==> src/sv/awtm_pkg.sv <==
// Shared types, constants and elaboration-time trig tables for the tilt/motion block.
package awtm_pkg;

    localparam int WINDOW_LEN = 10;
    localparam int CNT_W      = $clog2(WINDOW_LEN);
    localparam int AXIS_W     = 16;
    localparam int SUM_W      = 20;
    localparam int SQ_W       = 32;
    localparam int MAG_W      = 16;
    localparam int BIT_W      = 4;
    localparam int ANG_W      = 9;
    localparam int K_W        = 6;
    localparam int TAB_N      = 46;
    localparam int TAB_W      = 47;
    localparam int MUL_A_W    = SUM_W;
    localparam int MUL_B_W    = TAB_W;
    localparam int MUL_P_W    = MUL_A_W + MUL_B_W;

    // average by reciprocal multiply: floor(n * RECIP >> RECIP_SH) == n / WINDOW_LEN
    // for every |sum| below 2^20 and WINDOW_LEN up to 16
    localparam int RECIP_SH = 24;
    localparam logic [MUL_B_W-1:0] RECIP =
        MUL_B_W'(((64'd1 << RECIP_SH) + 64'(WINDOW_LEN) - 64'd1) / 64'(WINDOW_LEN));

    localparam logic [K_W-1:0] K_LAST = K_W'(44);
    localparam logic [K_W-1:0] K_DIAG = K_W'(45);

    localparam logic [127:0] PI_Q60  = 128'h3243F6A8885A308D;
    localparam logic [127:0] ONE_Q60 = 128'd1 << 60;

    typedef logic [TAB_N-1:0][TAB_W-1:0] tab_t;

    typedef enum logic [3:0] {
        S_IDLE,
        S_SQX,
        S_SQY,
        S_SQZ,
        S_SQA,
        S_RT_MUL,
        S_RT_CMP,
        S_UPD,
        S_DIV_GO,
        S_DIV_WAIT,
        S_ANG_SET,
        S_ANG_M1,
        S_ANG_M2,
        S_ANG_CMP,
        S_ANG_FIN,
        S_OUT
    } state_t;

    // Q46 sin/cos per whole degree, truncating Taylor series on Q60 angles
    function automatic tab_t build_tab(input logic want_cos);
        logic [127:0] step;
        logic [127:0] r;
        logic [127:0] r2;
        logic [127:0] ts;
        logic [127:0] s;
        logic [127:0] tc;
        logic [127:0] c;
        tab_t t;
        step = PI_Q60 / 180;
        for (int k = 0; k < TAB_N; k++)
        begin
            r  = step * 128'(k);
            r2 = (r * r) >> 60;
            ts = r;
            s  = r;
            tc = ONE_Q60;
            c  = ONE_Q60;
            for (int n = 1; n <= 12; n++)
            begin
                ts = ((ts * r2) >> 60) / 128'((2 * n) * (2 * n + 1));
                tc = ((tc * r2) >> 60) / 128'((2 * n - 1) * (2 * n));
                if (n % 2 == 1)
                begin
                    s = s - ts;
                    c = c - tc;
                end
                else
                begin
                    s = s + ts;
                    c = c + tc;
                end
            end
            t[k] = want_cos ? c[60:14] : s[60:14];
        end
        return t;
    endfunction

    localparam tab_t SIN_TAB = build_tab(1'b0);
    localparam tab_t COS_TAB = build_tab(1'b1);

endpackage

==> src/sv/awtm_if.sv <==
// Request channels: sample input and tilt/motion result output.
interface awtm_in_if;
    logic                                valid;
    logic                                ready;
    logic signed [awtm_pkg::AXIS_W-1:0]  accel_x;
    logic signed [awtm_pkg::AXIS_W-1:0]  accel_y;
    logic signed [awtm_pkg::AXIS_W-1:0]  accel_z;

    modport source (output valid, output accel_x, output accel_y, output accel_z, input ready);
    modport sink   (input valid, input accel_x, input accel_y, input accel_z, output ready);
endinterface

interface awtm_out_if;
    logic                                valid;
    logic                                ready;
    logic signed [awtm_pkg::ANG_W-1:0]   tilt_main_deg;
    logic signed [awtm_pkg::ANG_W-1:0]   tilt_side_deg;
    logic        [awtm_pkg::MAG_W-1:0]   max_magnitude_jump;

    modport source (output valid, output tilt_main_deg, output tilt_side_deg,
                    output max_magnitude_jump, input ready);
    modport sink   (input valid, input tilt_main_deg, input tilt_side_deg,
                    input max_magnitude_jump, output ready);
endinterface

==> src/sv/awtm_mul.sv <==
// Shared registered multiplier: squares, root trials, average reciprocal multiplies and trig cross products.
module awtm_mul (
    input  logic                           clk,
    input  logic [awtm_pkg::MUL_A_W-1:0]   a,
    input  logic [awtm_pkg::MUL_B_W-1:0]   b,
    output logic [awtm_pkg::MUL_P_W-1:0]   prod
);
    import awtm_pkg::*;

    always_ff @(posedge clk)
    begin
        prod <= MUL_P_W'(a) * MUL_P_W'(b);
    end

endmodule

==> src/sv/awtm_div.sv <==
// Window average by reciprocal multiply on the shared multiplier: operands out, quotient back.
module awtm_div (
    input  logic signed [awtm_pkg::SUM_W-1:0]  sum,
    input  logic [awtm_pkg::MUL_P_W-1:0]       prod,
    output logic [awtm_pkg::MUL_A_W-1:0]       mul_a,
    output logic [awtm_pkg::MUL_B_W-1:0]       mul_b,
    output logic [awtm_pkg::MAG_W-1:0]         quotient,
    output logic                               negative
);
    import awtm_pkg::*;

    // magnitude times reciprocal, sign kept aside (truncation toward zero)
    assign mul_a    = sum[SUM_W-1] ? MUL_A_W'(-sum) : MUL_A_W'(sum);
    assign mul_b    = RECIP;
    assign quotient = prod[RECIP_SH +: MAG_W];
    assign negative = sum[SUM_W-1] && (quotient != '0);

endmodule

==> src/sv/accel_window_tilt_motion.sv <==
// Top level: windowed accelerometer tilt angles and peak magnitude jump.
//
// Usage: one three-axis sample is offered per request on in_ch; the block
// takes it when in_ch.ready is high, which it raises only while idle. Each
// sample passes through the accept step, a sum of squares, a 16-step square
// root on the one shared multiplier (a trial square per step), and an update
// step. The sample that completes a window of WINDOW_LEN additionally runs
// three reciprocal multiplies for the axis averages and two angle searches
// (up to 44 degrees tested each) on the same multiplier, plus an output step;
// then one result request appears on out_ch.
// The result sits in its own register: if the receiver stalls, the block
// still takes and processes further samples and only waits when a second
// result is ready before the first was taken.
// Reset clears the window (count, sums, previous magnitude, peak jump), the
// sequencer and the output valid; no result is pending after reset.
module accel_window_tilt_motion (
    input  logic        clk,
    input  logic        rst_n,
    awtm_in_if.sink     in_ch,
    awtm_out_if.source  out_ch
);
    import awtm_pkg::*;

    state_t state_reg, state_next;

    // sample and root iteration
    logic signed [AXIS_W-1:0] x_reg, y_reg, z_reg;
    logic [SQ_W-1:0]          acc_reg, acc_next;
    logic [MAG_W-1:0]         root_reg, root_next;
    logic [BIT_W-1:0]         bit_reg, bit_next;

    // window state
    logic [CNT_W-1:0]         cnt_reg, cnt_next;
    logic signed [SUM_W-1:0]  sum_x_reg, sum_x_next;
    logic signed [SUM_W-1:0]  sum_y_reg, sum_y_next;
    logic signed [SUM_W-1:0]  sum_z_reg, sum_z_next;
    logic [MAG_W-1:0]         prev_mag_reg, prev_mag_next;
    logic [MAG_W-1:0]         max_jump_reg, max_jump_next;

    // averages as magnitude plus negative flag
    logic [1:0]               axis_reg, axis_next;
    logic [MAG_W-1:0]         avg_x_reg, avg_x_next;
    logic [MAG_W-1:0]         avg_y_reg, avg_y_next;
    logic [MAG_W-1:0]         avg_z_reg, avg_z_next;
    logic                     neg_x_reg, neg_x_next;
    logic                     neg_y_reg, neg_y_next;
    logic                     neg_z_reg, neg_z_next;

    // angle search
    logic                     sel_reg, sel_next;
    logic [MAG_W-1:0]         p_reg, p_next;
    logic [MAG_W-1:0]         q_reg, q_next;
    logic                     swap_reg, swap_next;
    logic                     exact_reg, exact_next;
    logic                     zero_reg, zero_next;
    logic [K_W-1:0]           k_reg, k_next;
    logic [MUL_P_W-1:0]       lhs_reg, lhs_next;
    logic signed [ANG_W-1:0]  main_reg, main_next;
    logic signed [ANG_W-1:0]  side_reg, side_next;

    // result register
    logic                     out_valid_reg, out_valid_next;
    logic signed [ANG_W-1:0]  out_main_reg, out_main_next;
    logic signed [ANG_W-1:0]  out_side_reg, out_side_next;
    logic [MAG_W-1:0]         out_jump_reg, out_jump_next;

    // shared units
    logic [MUL_A_W-1:0]       mul_a;
    logic [MUL_B_W-1:0]       mul_b;
    logic [MUL_P_W-1:0]       prod;
    logic [MUL_A_W-1:0]       div_mul_a;
    logic [MUL_B_W-1:0]       div_mul_b;
    logic [MAG_W-1:0]         div_quo;
    logic                     div_neg;

    // helpers
    logic [MAG_W-1:0]         abs_x, abs_y, abs_z;
    logic [MAG_W-1:0]         trial;
    logic [MAG_W-1:0]         jump;
    logic signed [SUM_W-1:0]  div_sum;
    logic [MAG_W-1:0]         ang_ay;
    logic                     ang_yneg;
    logic [K_W:0]             ang_c;
    logic [7:0]               ang_pf, ang_pc, ang_mag;
    logic signed [ANG_W-1:0]  ang_res;
    logic                     window_end;
    logic                     out_take;

    awtm_mul u_mul (
        .clk  (clk),
        .a    (mul_a),
        .b    (mul_b),
        .prod (prod)
    );

    // divide operands go out in S_DIV_GO, registered product comes back in S_DIV_WAIT
    awtm_div u_div (
        .sum      (div_sum),
        .prod     (prod),
        .mul_a    (div_mul_a),
        .mul_b    (div_mul_b),
        .quotient (div_quo),
        .negative (div_neg)
    );

    assign abs_x = x_reg[AXIS_W-1] ? MAG_W'(-x_reg) : MAG_W'(x_reg);
    assign abs_y = y_reg[AXIS_W-1] ? MAG_W'(-y_reg) : MAG_W'(y_reg);
    assign abs_z = z_reg[AXIS_W-1] ? MAG_W'(-z_reg) : MAG_W'(z_reg);
    assign trial = root_reg | (MAG_W'(1) << bit_reg);
    assign jump  = (root_reg > prev_mag_reg) ? (root_reg - prev_mag_reg)
                                             : (prev_mag_reg - root_reg);
    assign window_end = (cnt_reg == CNT_W'(WINDOW_LEN - 1));
    assign out_take   = out_valid_reg && out_ch.ready;

    always_comb
    begin
        case (axis_reg)
            2'd0:    div_sum = sum_x_reg;
            2'd1:    div_sum = sum_y_reg;
            default: div_sum = sum_z_reg;
        endcase
    end

    // final angle assembly from the floor degree k
    assign ang_ay   = sel_reg ? avg_z_reg : avg_y_reg;
    assign ang_yneg = sel_reg ? neg_z_reg : neg_y_reg;
    assign ang_c    = exact_reg ? {1'b0, k_reg} : ({1'b0, k_reg} + 1'b1);
    assign ang_pf   = swap_reg ? (8'd90 - 8'(ang_c)) : 8'(k_reg);
    assign ang_pc   = swap_reg ? (8'd90 - 8'(k_reg)) : 8'(ang_c);
    assign ang_mag  = neg_x_reg ? (8'd180 - ang_pc) : ang_pf;
    assign ang_res  = zero_reg ? '0 :
                      (ang_yneg ? -$signed(ANG_W'(ang_mag)) : $signed(ANG_W'(ang_mag)));

    // next state
    always_comb
    begin
        state_next = state_reg;
        case (state_reg)
            S_IDLE:     if (in_ch.valid) state_next = S_SQX;
            S_SQX:      state_next = S_SQY;
            S_SQY:      state_next = S_SQZ;
            S_SQZ:      state_next = S_SQA;
            S_SQA:      state_next = S_RT_MUL;
            S_RT_MUL:   state_next = S_RT_CMP;
            S_RT_CMP:   state_next = (bit_reg == '0) ? S_UPD : S_RT_MUL;
            S_UPD:      state_next = window_end ? S_DIV_GO : S_IDLE;
            S_DIV_GO:   state_next = S_DIV_WAIT;
            S_DIV_WAIT: state_next = (axis_reg == 2'd2) ? S_ANG_SET : S_DIV_GO;
            S_ANG_SET:  state_next = S_ANG_M1;
            S_ANG_M1:
            begin
                if (zero_reg || exact_reg || k_reg == K_LAST)
                    state_next = S_ANG_FIN;
                else
                    state_next = S_ANG_M2;
            end
            S_ANG_M2:   state_next = S_ANG_CMP;
            S_ANG_CMP:  state_next = (lhs_reg >= prod) ? S_ANG_M1 : S_ANG_FIN;
            S_ANG_FIN:  state_next = sel_reg ? S_OUT : S_ANG_SET;
            S_OUT:      if (!out_valid_reg || out_ch.ready) state_next = S_IDLE;
            default:    state_next = S_IDLE;
        endcase
    end

    // datapath and handshake outputs
    always_comb
    begin
        in_ch.ready    = 1'b0;
        mul_a          = '0;
        mul_b          = '0;
        acc_next       = acc_reg;
        root_next      = root_reg;
        bit_next       = bit_reg;
        cnt_next       = cnt_reg;
        sum_x_next     = sum_x_reg;
        sum_y_next     = sum_y_reg;
        sum_z_next     = sum_z_reg;
        prev_mag_next  = prev_mag_reg;
        max_jump_next  = max_jump_reg;
        axis_next      = axis_reg;
        avg_x_next     = avg_x_reg;
        avg_y_next     = avg_y_reg;
        avg_z_next     = avg_z_reg;
        neg_x_next     = neg_x_reg;
        neg_y_next     = neg_y_reg;
        neg_z_next     = neg_z_reg;
        sel_next       = sel_reg;
        p_next         = p_reg;
        q_next         = q_reg;
        swap_next      = swap_reg;
        exact_next     = exact_reg;
        zero_next      = zero_reg;
        k_next         = k_reg;
        lhs_next       = lhs_reg;
        main_next      = main_reg;
        side_next      = side_reg;
        out_valid_next = out_take ? 1'b0 : out_valid_reg;
        out_main_next  = out_main_reg;
        out_side_next  = out_side_reg;
        out_jump_next  = out_jump_reg;

        case (state_reg)
            S_IDLE:
            begin
                in_ch.ready = 1'b1;
            end
            S_SQX:
            begin
                mul_a = MUL_A_W'(abs_x);
                mul_b = MUL_B_W'(abs_x);
            end
            S_SQY:
            begin
                mul_a    = MUL_A_W'(abs_y);
                mul_b    = MUL_B_W'(abs_y);
                acc_next = prod[SQ_W-1:0];
            end
            S_SQZ:
            begin
                mul_a    = MUL_A_W'(abs_z);
                mul_b    = MUL_B_W'(abs_z);
                acc_next = acc_reg + prod[SQ_W-1:0];
            end
            S_SQA:
            begin
                acc_next  = acc_reg + prod[SQ_W-1:0];
                root_next = '0;
                bit_next  = BIT_W'(MAG_W - 1);
            end
            S_RT_MUL:
            begin
                mul_a = MUL_A_W'(trial);
                mul_b = MUL_B_W'(trial);
            end
            S_RT_CMP:
            begin
                if (prod <= MUL_P_W'(acc_reg))
                    root_next = trial;
                bit_next = bit_reg - 1'b1;
            end
            S_UPD:
            begin
                // first sample of a window forms no jump
                if (cnt_reg != '0 && jump > max_jump_reg)
                    max_jump_next = jump;
                prev_mag_next = root_reg;
                sum_x_next    = sum_x_reg + SUM_W'(x_reg);
                sum_y_next    = sum_y_reg + SUM_W'(y_reg);
                sum_z_next    = sum_z_reg + SUM_W'(z_reg);
                cnt_next      = cnt_reg + 1'b1;
                axis_next     = 2'd0;
                sel_next      = 1'b0;
            end
            S_DIV_GO:
            begin
                mul_a = div_mul_a;
                mul_b = div_mul_b;
            end
            S_DIV_WAIT:
            begin
                case (axis_reg)
                    2'd0:
                    begin
                        avg_x_next = div_quo;
                        neg_x_next = div_neg;
                    end
                    2'd1:
                    begin
                        avg_y_next = div_quo;
                        neg_y_next = div_neg;
                    end
                    default:
                    begin
                        avg_z_next = div_quo;
                        neg_z_next = div_neg;
                    end
                endcase
                axis_next = axis_reg + 1'b1;
            end
            S_ANG_SET:
            begin
                // fold into the first octant: p <= q
                zero_next = (ang_ay == '0) && (avg_x_reg == '0);
                swap_next = ang_ay > avg_x_reg;
                if (ang_ay > avg_x_reg)
                begin
                    p_next = avg_x_reg;
                    q_next = ang_ay;
                end
                else
                begin
                    p_next = ang_ay;
                    q_next = avg_x_reg;
                end
                exact_next = (p_next == '0) || (p_next == q_next);
                k_next     = (p_next != '0 && p_next == q_next) ? K_DIAG : '0;
            end
            S_ANG_M1:
            begin
                mul_a = MUL_A_W'(p_reg);
                mul_b = COS_TAB[k_reg + 1'b1];
            end
            S_ANG_M2:
            begin
                mul_a    = MUL_A_W'(q_reg);
                mul_b    = SIN_TAB[k_reg + 1'b1];
                lhs_next = prod;
            end
            S_ANG_CMP:
            begin
                if (lhs_reg >= prod)
                    k_next = k_reg + 1'b1;
            end
            S_ANG_FIN:
            begin
                if (sel_reg)
                    side_next = ang_res;
                else
                    main_next = ang_res;
                sel_next = 1'b1;
            end
            S_OUT:
            begin
                if (!out_valid_reg || out_ch.ready)
                begin
                    out_valid_next = 1'b1;
                    out_main_next  = main_reg;
                    out_side_next  = side_reg;
                    out_jump_next  = max_jump_reg;
                    cnt_next       = '0;
                    sum_x_next     = '0;
                    sum_y_next     = '0;
                    sum_z_next     = '0;
                    prev_mag_next  = '0;
                    max_jump_next  = '0;
                end
            end
            default:
            begin
                in_ch.ready = 1'b0;
            end
        endcase
    end

    assign out_ch.valid              = out_valid_reg;
    assign out_ch.tilt_main_deg      = out_main_reg;
    assign out_ch.tilt_side_deg      = out_side_reg;
    assign out_ch.max_magnitude_jump = out_jump_reg;

    always_ff @(posedge clk or negedge rst_n)
    begin
        if (!rst_n)
        begin
            state_reg     <= S_IDLE;
            cnt_reg       <= '0;
            sum_x_reg     <= '0;
            sum_y_reg     <= '0;
            sum_z_reg     <= '0;
            prev_mag_reg  <= '0;
            max_jump_reg  <= '0;
            out_valid_reg <= 1'b0;
        end
        else
        begin
            state_reg     <= state_next;
            cnt_reg       <= cnt_next;
            sum_x_reg     <= sum_x_next;
            sum_y_reg     <= sum_y_next;
            sum_z_reg     <= sum_z_next;
            prev_mag_reg  <= prev_mag_next;
            max_jump_reg  <= max_jump_next;
            out_valid_reg <= out_valid_next;
        end
    end

    always_ff @(posedge clk)
    begin
        if (state_reg == S_IDLE && in_ch.valid)
        begin
            x_reg <= in_ch.accel_x;
            y_reg <= in_ch.accel_y;
            z_reg <= in_ch.accel_z;
        end
        acc_reg      <= acc_next;
        root_reg     <= root_next;
        bit_reg      <= bit_next;
        axis_reg     <= axis_next;
        avg_x_reg    <= avg_x_next;
        avg_y_reg    <= avg_y_next;
        avg_z_reg    <= avg_z_next;
        neg_x_reg    <= neg_x_next;
        neg_y_reg    <= neg_y_next;
        neg_z_reg    <= neg_z_next;
        sel_reg      <= sel_next;
        p_reg        <= p_next;
        q_reg        <= q_next;
        swap_reg     <= swap_next;
        exact_reg    <= exact_next;
        zero_reg     <= zero_next;
        k_reg        <= k_next;
        lhs_reg      <= lhs_next;
        main_reg     <= main_next;
        side_reg     <= side_next;
        out_main_reg <= out_main_next;
        out_side_reg <= out_side_next;
        out_jump_reg <= out_jump_next;
    end

endmodule
==> src/flat_wrapper.sv <==
// flat-port wrapper written by rule: the top's interface ports become plain ports
module accel_window_tilt_motion_flat import awtm_pkg::*;
  (clk, rst_n, in_ch_valid, in_ch_accel_x, in_ch_accel_y, in_ch_accel_z, in_ch_ready, out_ch_valid, out_ch_tilt_main_deg, out_ch_tilt_side_deg, out_ch_max_magnitude_jump, out_ch_ready);
  awtm_in_if in_ch_i ();
  awtm_out_if out_ch_i ();
  input  logic clk;
  input  logic rst_n;
  input wire logic [$bits(in_ch_i.valid)-1:0] in_ch_valid;
  input wire logic [$bits(in_ch_i.accel_x)-1:0] in_ch_accel_x;
  input wire logic [$bits(in_ch_i.accel_y)-1:0] in_ch_accel_y;
  input wire logic [$bits(in_ch_i.accel_z)-1:0] in_ch_accel_z;
  output wire logic [$bits(in_ch_i.ready)-1:0] in_ch_ready;
  output wire logic [$bits(out_ch_i.valid)-1:0] out_ch_valid;
  output wire logic [$bits(out_ch_i.tilt_main_deg)-1:0] out_ch_tilt_main_deg;
  output wire logic [$bits(out_ch_i.tilt_side_deg)-1:0] out_ch_tilt_side_deg;
  output wire logic [$bits(out_ch_i.max_magnitude_jump)-1:0] out_ch_max_magnitude_jump;
  input wire logic [$bits(out_ch_i.ready)-1:0] out_ch_ready;
  assign in_ch_i.valid = in_ch_valid;
  assign in_ch_i.accel_x = in_ch_accel_x;
  assign in_ch_i.accel_y = in_ch_accel_y;
  assign in_ch_i.accel_z = in_ch_accel_z;
  assign in_ch_ready = in_ch_i.ready;
  assign out_ch_valid = out_ch_i.valid;
  assign out_ch_tilt_main_deg = out_ch_i.tilt_main_deg;
  assign out_ch_tilt_side_deg = out_ch_i.tilt_side_deg;
  assign out_ch_max_magnitude_jump = out_ch_i.max_magnitude_jump;
  assign out_ch_i.ready = out_ch_ready;
  accel_window_tilt_motion u_core (.clk(clk), .rst_n(rst_n), .in_ch(in_ch_i), .out_ch(out_ch_i));
endmodule
==> config.mk <==
export PLATFORM = sky130hd
export DESIGN_NAME = accel_window_tilt_motion_flat
export DESIGN_NICKNAME = d
export VERILOG_FILES = /design/src/sv/awtm_pkg.sv /design/src/sv/awtm_if.sv /design/src/sv/awtm_mul.sv /design/src/sv/awtm_div.sv /design/src/sv/accel_window_tilt_motion.sv /design/src/flat_wrapper.sv
export SDC_FILE = /design/constraint.sdc
export NUM_CORES = 2
export LEC_CHECK = 0
export ABC_CLOCK_PERIOD_IN_PS = 9700
export BUFFER_PORTS_ARGS = -buffer_cell sky130_fd_sc_hd__buf_4
export CORE_MARGIN = 2
export CORE_UTILIZATION = 38
export CTS_BUF_LIST = sky130_fd_sc_hd__clkbuf_4 sky130_fd_sc_hd__clkbuf_8
export CTS_CLUSTER_SIZE = 30
export DETAILED_ROUTE_END_ITERATION = 7
export SLEW_MARGIN = 10
export SYNTH_ARGS = -nofsm -noshare
export SYNTH_HDL_FRONTEND = slang
export SYNTH_SLANG_ARGS = --single-unit
==> constraint.sdc <==
create_clock -name clk -period 9.7 [get_ports clk]
set_clock_uncertainty 0.05 [all_clocks]
set_input_delay 0.485 -clock clk [delete_from_list [all_inputs] [get_ports clk]]
set_output_delay 0.485 -clock clk [all_outputs]
set_load 0.05 [all_outputs]
==> out/results.txt <==
At the pin with the least slew margin, the transition time is 1.145 ns. The clock period minus final worst setup slack works out to 9.435 ns. The final reports fail on DRC. Synthesis inferred 482 register bits. For the total count of hold-check failures in the final report, the log shows 0. By instance count, the cell type seen most on the critical path is sky130_fd_sc_hd__buf_4. Dividing the detail-routed via count by the number of cells gives 5.527. The logs give 77310 sq um for the design area and 57150 for the number of global-route vias before repair. TritonCTS built the clock tree. The logs give 23.70% for the worst slew margin relative to its limit and 0 for the number of max-slew violations in the final report. Summing every instance area after synthesis gives 63160 sq um.

The logs give 15990 for the number of filler cells placed in the layout and 8 for the number of iterations in the first detailed-routing pass. The critical path is of the reg2reg type. Counting instances in the post-synthesis netlist gives the leading cell types as 1131 x sky130_fd_sc_hd__inv_1, 812 x sky130_fd_sc_hd__fa_1, 696 x sky130_fd_sc_hd__nand2_1.

Routed length on met2: 104800 microns. Ranked by total cell area, the synthesized netlist is headed by sky130_fd_sc_hd__fa_1 26%, sky130_fd_sc_hd__edfxtp_1 15%, sky130_fd_sc_hd__ha_1 9.4%. 88 I/O pins were placed.

The number of buffer and inverter instances along the worst setup path works out to 14. For the clock sink total, the log shows 482. The tools report the endpoint of the worst hold-timing path as u_core.state_reg[0].

Capture instance of the worst register-to-register path: u_core.u_mul.prod[61]. The run gives 29.16% as the total routing resource utilization after global routing. For the share of the yosys chip area belonging to registers, the log shows 21.05%.

The flow ran to the end, but the final reports show violations. STA classifies the critical path endpoint as a flop. Across all layers, the routed design uses 57280 vias. The final-layout worst hold slack is 0.1981 ns. The first-pass GRT wire length was 371600 microns; the arrival time at the worst endpoint was 10.08 ns. In the final layout, the share of cells above drive strength 1 is 18.35%. The highest metal layer carrying signal wires in the routed design is met5. Measured along the x axis, the die boundary spans 411.7 microns. Per-instance average area after synthesis: 8.872 sq um. Along the worst path, the maximum fanout reaches 23. The worst register-to-register path has a setup slack of 0.26 ns. The floorplan step defined a core boundary enclosing 165000 sq um. Full die area: 169500 sq um. The detailed router finished its first iteration with 5965 violations. After legalization and detailed placement, the total HPWL measured 199700 microns.

Summing the areas of all compound-gate instances in the mapped netlist gives 15.27% of the synthesized area. The critical path's top delay family was adder cells. For this configuration, the core starts out at a cell density of 38.28%. Max-cap violations in this run came to 0. The total clock buffers created by CTS is 87, and the number of port buffers is 87.

For this run, the slowest stage of the critical path takes 0.55 ns. Counting instances, the worst hold path has a depth of 4. Once placement finished, the instance area stood at 73610 sq um. The overall routed net length is 247700 microns, and the post-synthesis adder-cell area fraction is 35.11%.

In this run, synthesis inferred 314 flip-flops with an integrated enable. The tools report the wire length on met3 as 21380 microns. Among all stages on the critical path, the largest delay is contributed by sky130_fd_sc_hd__fa_1.

The tools report the clock insertion delay at the later pin of the skew report as 0.81 ns. Static timing analysis puts the maximum clock frequency at 106.0 MHz. In the final layout, the multi-input gates occupy 45480 sq um. The library cell used as clock root buffer was sky130_fd_sc_hd__clkbuf_8. For the placement row count, the log shows 149. The data required time at the worst endpoint was 10.34 ns; the number of nets with antenna violations after routing was 0. The tools report the reg-to-reg startpoint as u_core.k_reg[1]. The worst hold path begins at in_ch_valid. Counting cells, the worst reg-to-reg path comes to 40.

For the buffer levels on the longest clock path, the log shows 3. The congestion estimate from routability-driven global placement came to 1.001. The type of origin of the critical path was a flop. The synthesized netlist devotes 3.120% of its cell area to XOR and XNOR gates. The distinct cell type count of the synthesized netlist is 109. The total overflow left after global routing is 0. The share of synthesized area in the top cell type comes to 25.74%. Synthesis warning total: 0. The detailed router put a total of 111800 microns of wire on met1. The DRC violations left was 3; the number of standard cells in the layout, taps in and fillers out was 10370.

Final number of setup-violating endpoints: 0. The post-route clock period utilization was 97.27%; the simple-gate portion of the synthesized area was 15.14%. After technology mapping, the gate count stands at 7119.

Of all flip-flops after synthesis, the portion carrying an async set or reset was 20.95%. The CTS clock-pin slew for the worst setup and hold paths works out to 0.07 ns. The path class of the tightest hold or removal check is in2reg. After detailed routing, the average wire length per cell comes to 23.90 microns. In the final design database the tool counted 9434 nets.

Main combinational cell family by area after synthesis: adder cells. The number of H-tree levels was 3. Measured along the y axis, the die boundary spans 411.7 microns.

The storage element area is 13300 sq um, and the initial antenna violation count is 12. In the synthesized netlist the dominant register cell turns out to be sky130_fd_sc_hd__edfxtp_1. The biggest area contributor in the post-synthesis netlist is sky130_fd_sc_hd__fa_1.

Area growth from synthesis to layout: 22.41%. Of the post-synthesis cell area, the part taken by muxes is 0.9568%. The cell with the most instances after synthesis was sky130_fd_sc_hd__inv_1. The count of placed standard cells including taps was 10120; the largest net degree at the start of global routing was 76.
stage by stage:
stage / utilization (%) / setup TNS (ns) / worst slack (ns)
2_1_floorplan: - / 0 / 0.1066
3_3_place_gp: 44.62 / -7.091 / -0.5132
3_5_place_dp: 44.62 / -8.229 / -0.5204
4_1_cts: 46.28 / 0 / 0.006493
5_1_grt: 46.85 / -0.005148 / -0.005148
6_report: 46.86 / 0 / 0.2647
per-layer routing:
layer | vias up | GRT usage (%)
li1 | 25560 | -
met1 | 28820 | 42.90
met2 | 2461 | 42.96
met3 | 436 | 4.999
met4 | 6 | 10.08
met5 | - | 0
logic make-up after synthesis:
group	Yosys count
buffers and inverters	1509
XOR/XNOR	222
multiplexers	55
AO/OA/AOI/OAI	1510
AND/OR/NAND/NOR	2054
adder cells (fa/ha/maj)	1285
flip-flops	482
other	2
what timing repair did:
action	in CTS	in global routing
cloned	1	2
hold endpoints to repair	100	0
buffers inserted	5	26
hold buffers	50	0
pin swaps	7	51
resized for setup	35	162
setup endpoints to repair	32	35
worst reg2reg max path: cells and delay by family (launching register included):
| kind | cells | cell delay (ns) |
|---|---|---|
| adders and majority gates | 10 | 4.24 |
| AOI/OAI and AO/OA | 11 | 1.96 |
| buffers and inverters | 14 | 1.89 |
| and+or+nand+nor | 4 | 0.58 |
| DFF | 1 | 0.46 |
| xor gates and xnor gates | 1 | 0.18 |
worst max path at each step:
stage | startpoint | to | slack [ns] | depth (start not counted)
after global placement | u_core.k_reg[0] | u_core.u_mul.prod[64] | -0.51 | 35
after floorplan | u_core.k_reg[2] | u_core.u_mul.prod[52] | 0.11 | 35
after global routing | u_core.k_reg[0] | u_core.u_mul.prod[64] | -0.005 | 39
after CTS | u_core.k_reg[0] | u_core.u_mul.prod[52] | 0.006 | 37
after detailed placement | u_core.k_reg[0] | u_core.u_mul.prod[64] | -0.52 | 36
final | u_core.k_reg[1] | u_core.u_mul.prod[61] | 0.26 | 40
layout make-up:
| class | instances | area share [%] |
|---|---|---|
| diodes | 5 | 0.01618 |
| clock buffers | 119 | 1.932 |
| clock inverters | 44 | 0.7153 |
| inverters | 1136 | 5.533 |
| multi-input cells | 5271 | 58.82 |
| flip-flops and latches | 482 | 17.20 |
| well taps | 2189 | 3.543 |
| repair buffers | 1119 | 12.24 |
cells in the final DEF, fill, tap and decap left out, types with 36 or more instances in the layout:
cell type                       instances
sky130_fd_sc_hd__inv_1               1127
sky130_fd_sc_hd__a21o_1               107
sky130_fd_sc_hd__nand2_2               39
sky130_fd_sc_hd__a31oi_1               71
sky130_fd_sc_hd__and2_1                62
sky130_fd_sc_hd__dfxtp_1               67
sky130_fd_sc_hd__buf_12                65
sky130_fd_sc_hd__nor2b_1              101
sky130_fd_sc_hd__fa_1                 809
sky130_fd_sc_hd__nor2_1               557
sky130_fd_sc_hd__nand4_1               63
sky130_fd_sc_hd__o31ai_1               38
sky130_fd_sc_hd__clkbuf_8              96
sky130_fd_sc_hd__buf_4                992
sky130_fd_sc_hd__o22ai_1               55
sky130_fd_sc_hd__nand2_1              691
sky130_fd_sc_hd__a211oi_1              43
sky130_fd_sc_hd__nor4_1                36
sky130_fd_sc_hd__nand2b_1              84
sky130_fd_sc_hd__dfrtp_1              101
sky130_fd_sc_hd__nor3_1                92
sky130_fd_sc_hd__o21ai_0              329
sky130_fd_sc_hd__xnor2_1              109
sky130_fd_sc_hd__edfxtp_1             314
sky130_fd_sc_hd__conb_1               144
sky130_fd_sc_hd__nand3_1              144
sky130_fd_sc_hd__ha_1                 462
sky130_fd_sc_hd__xor2_1               105
sky130_fd_sc_hd__dlygate4sd3_1         50
sky130_fd_sc_hd__o211ai_1              61
sky130_fd_sc_hd__a21oi_1              378
Power is left out: the tool's default activity adds up to more than one toggle a clock period on the data nets, which glitch-free logic cannot reach.
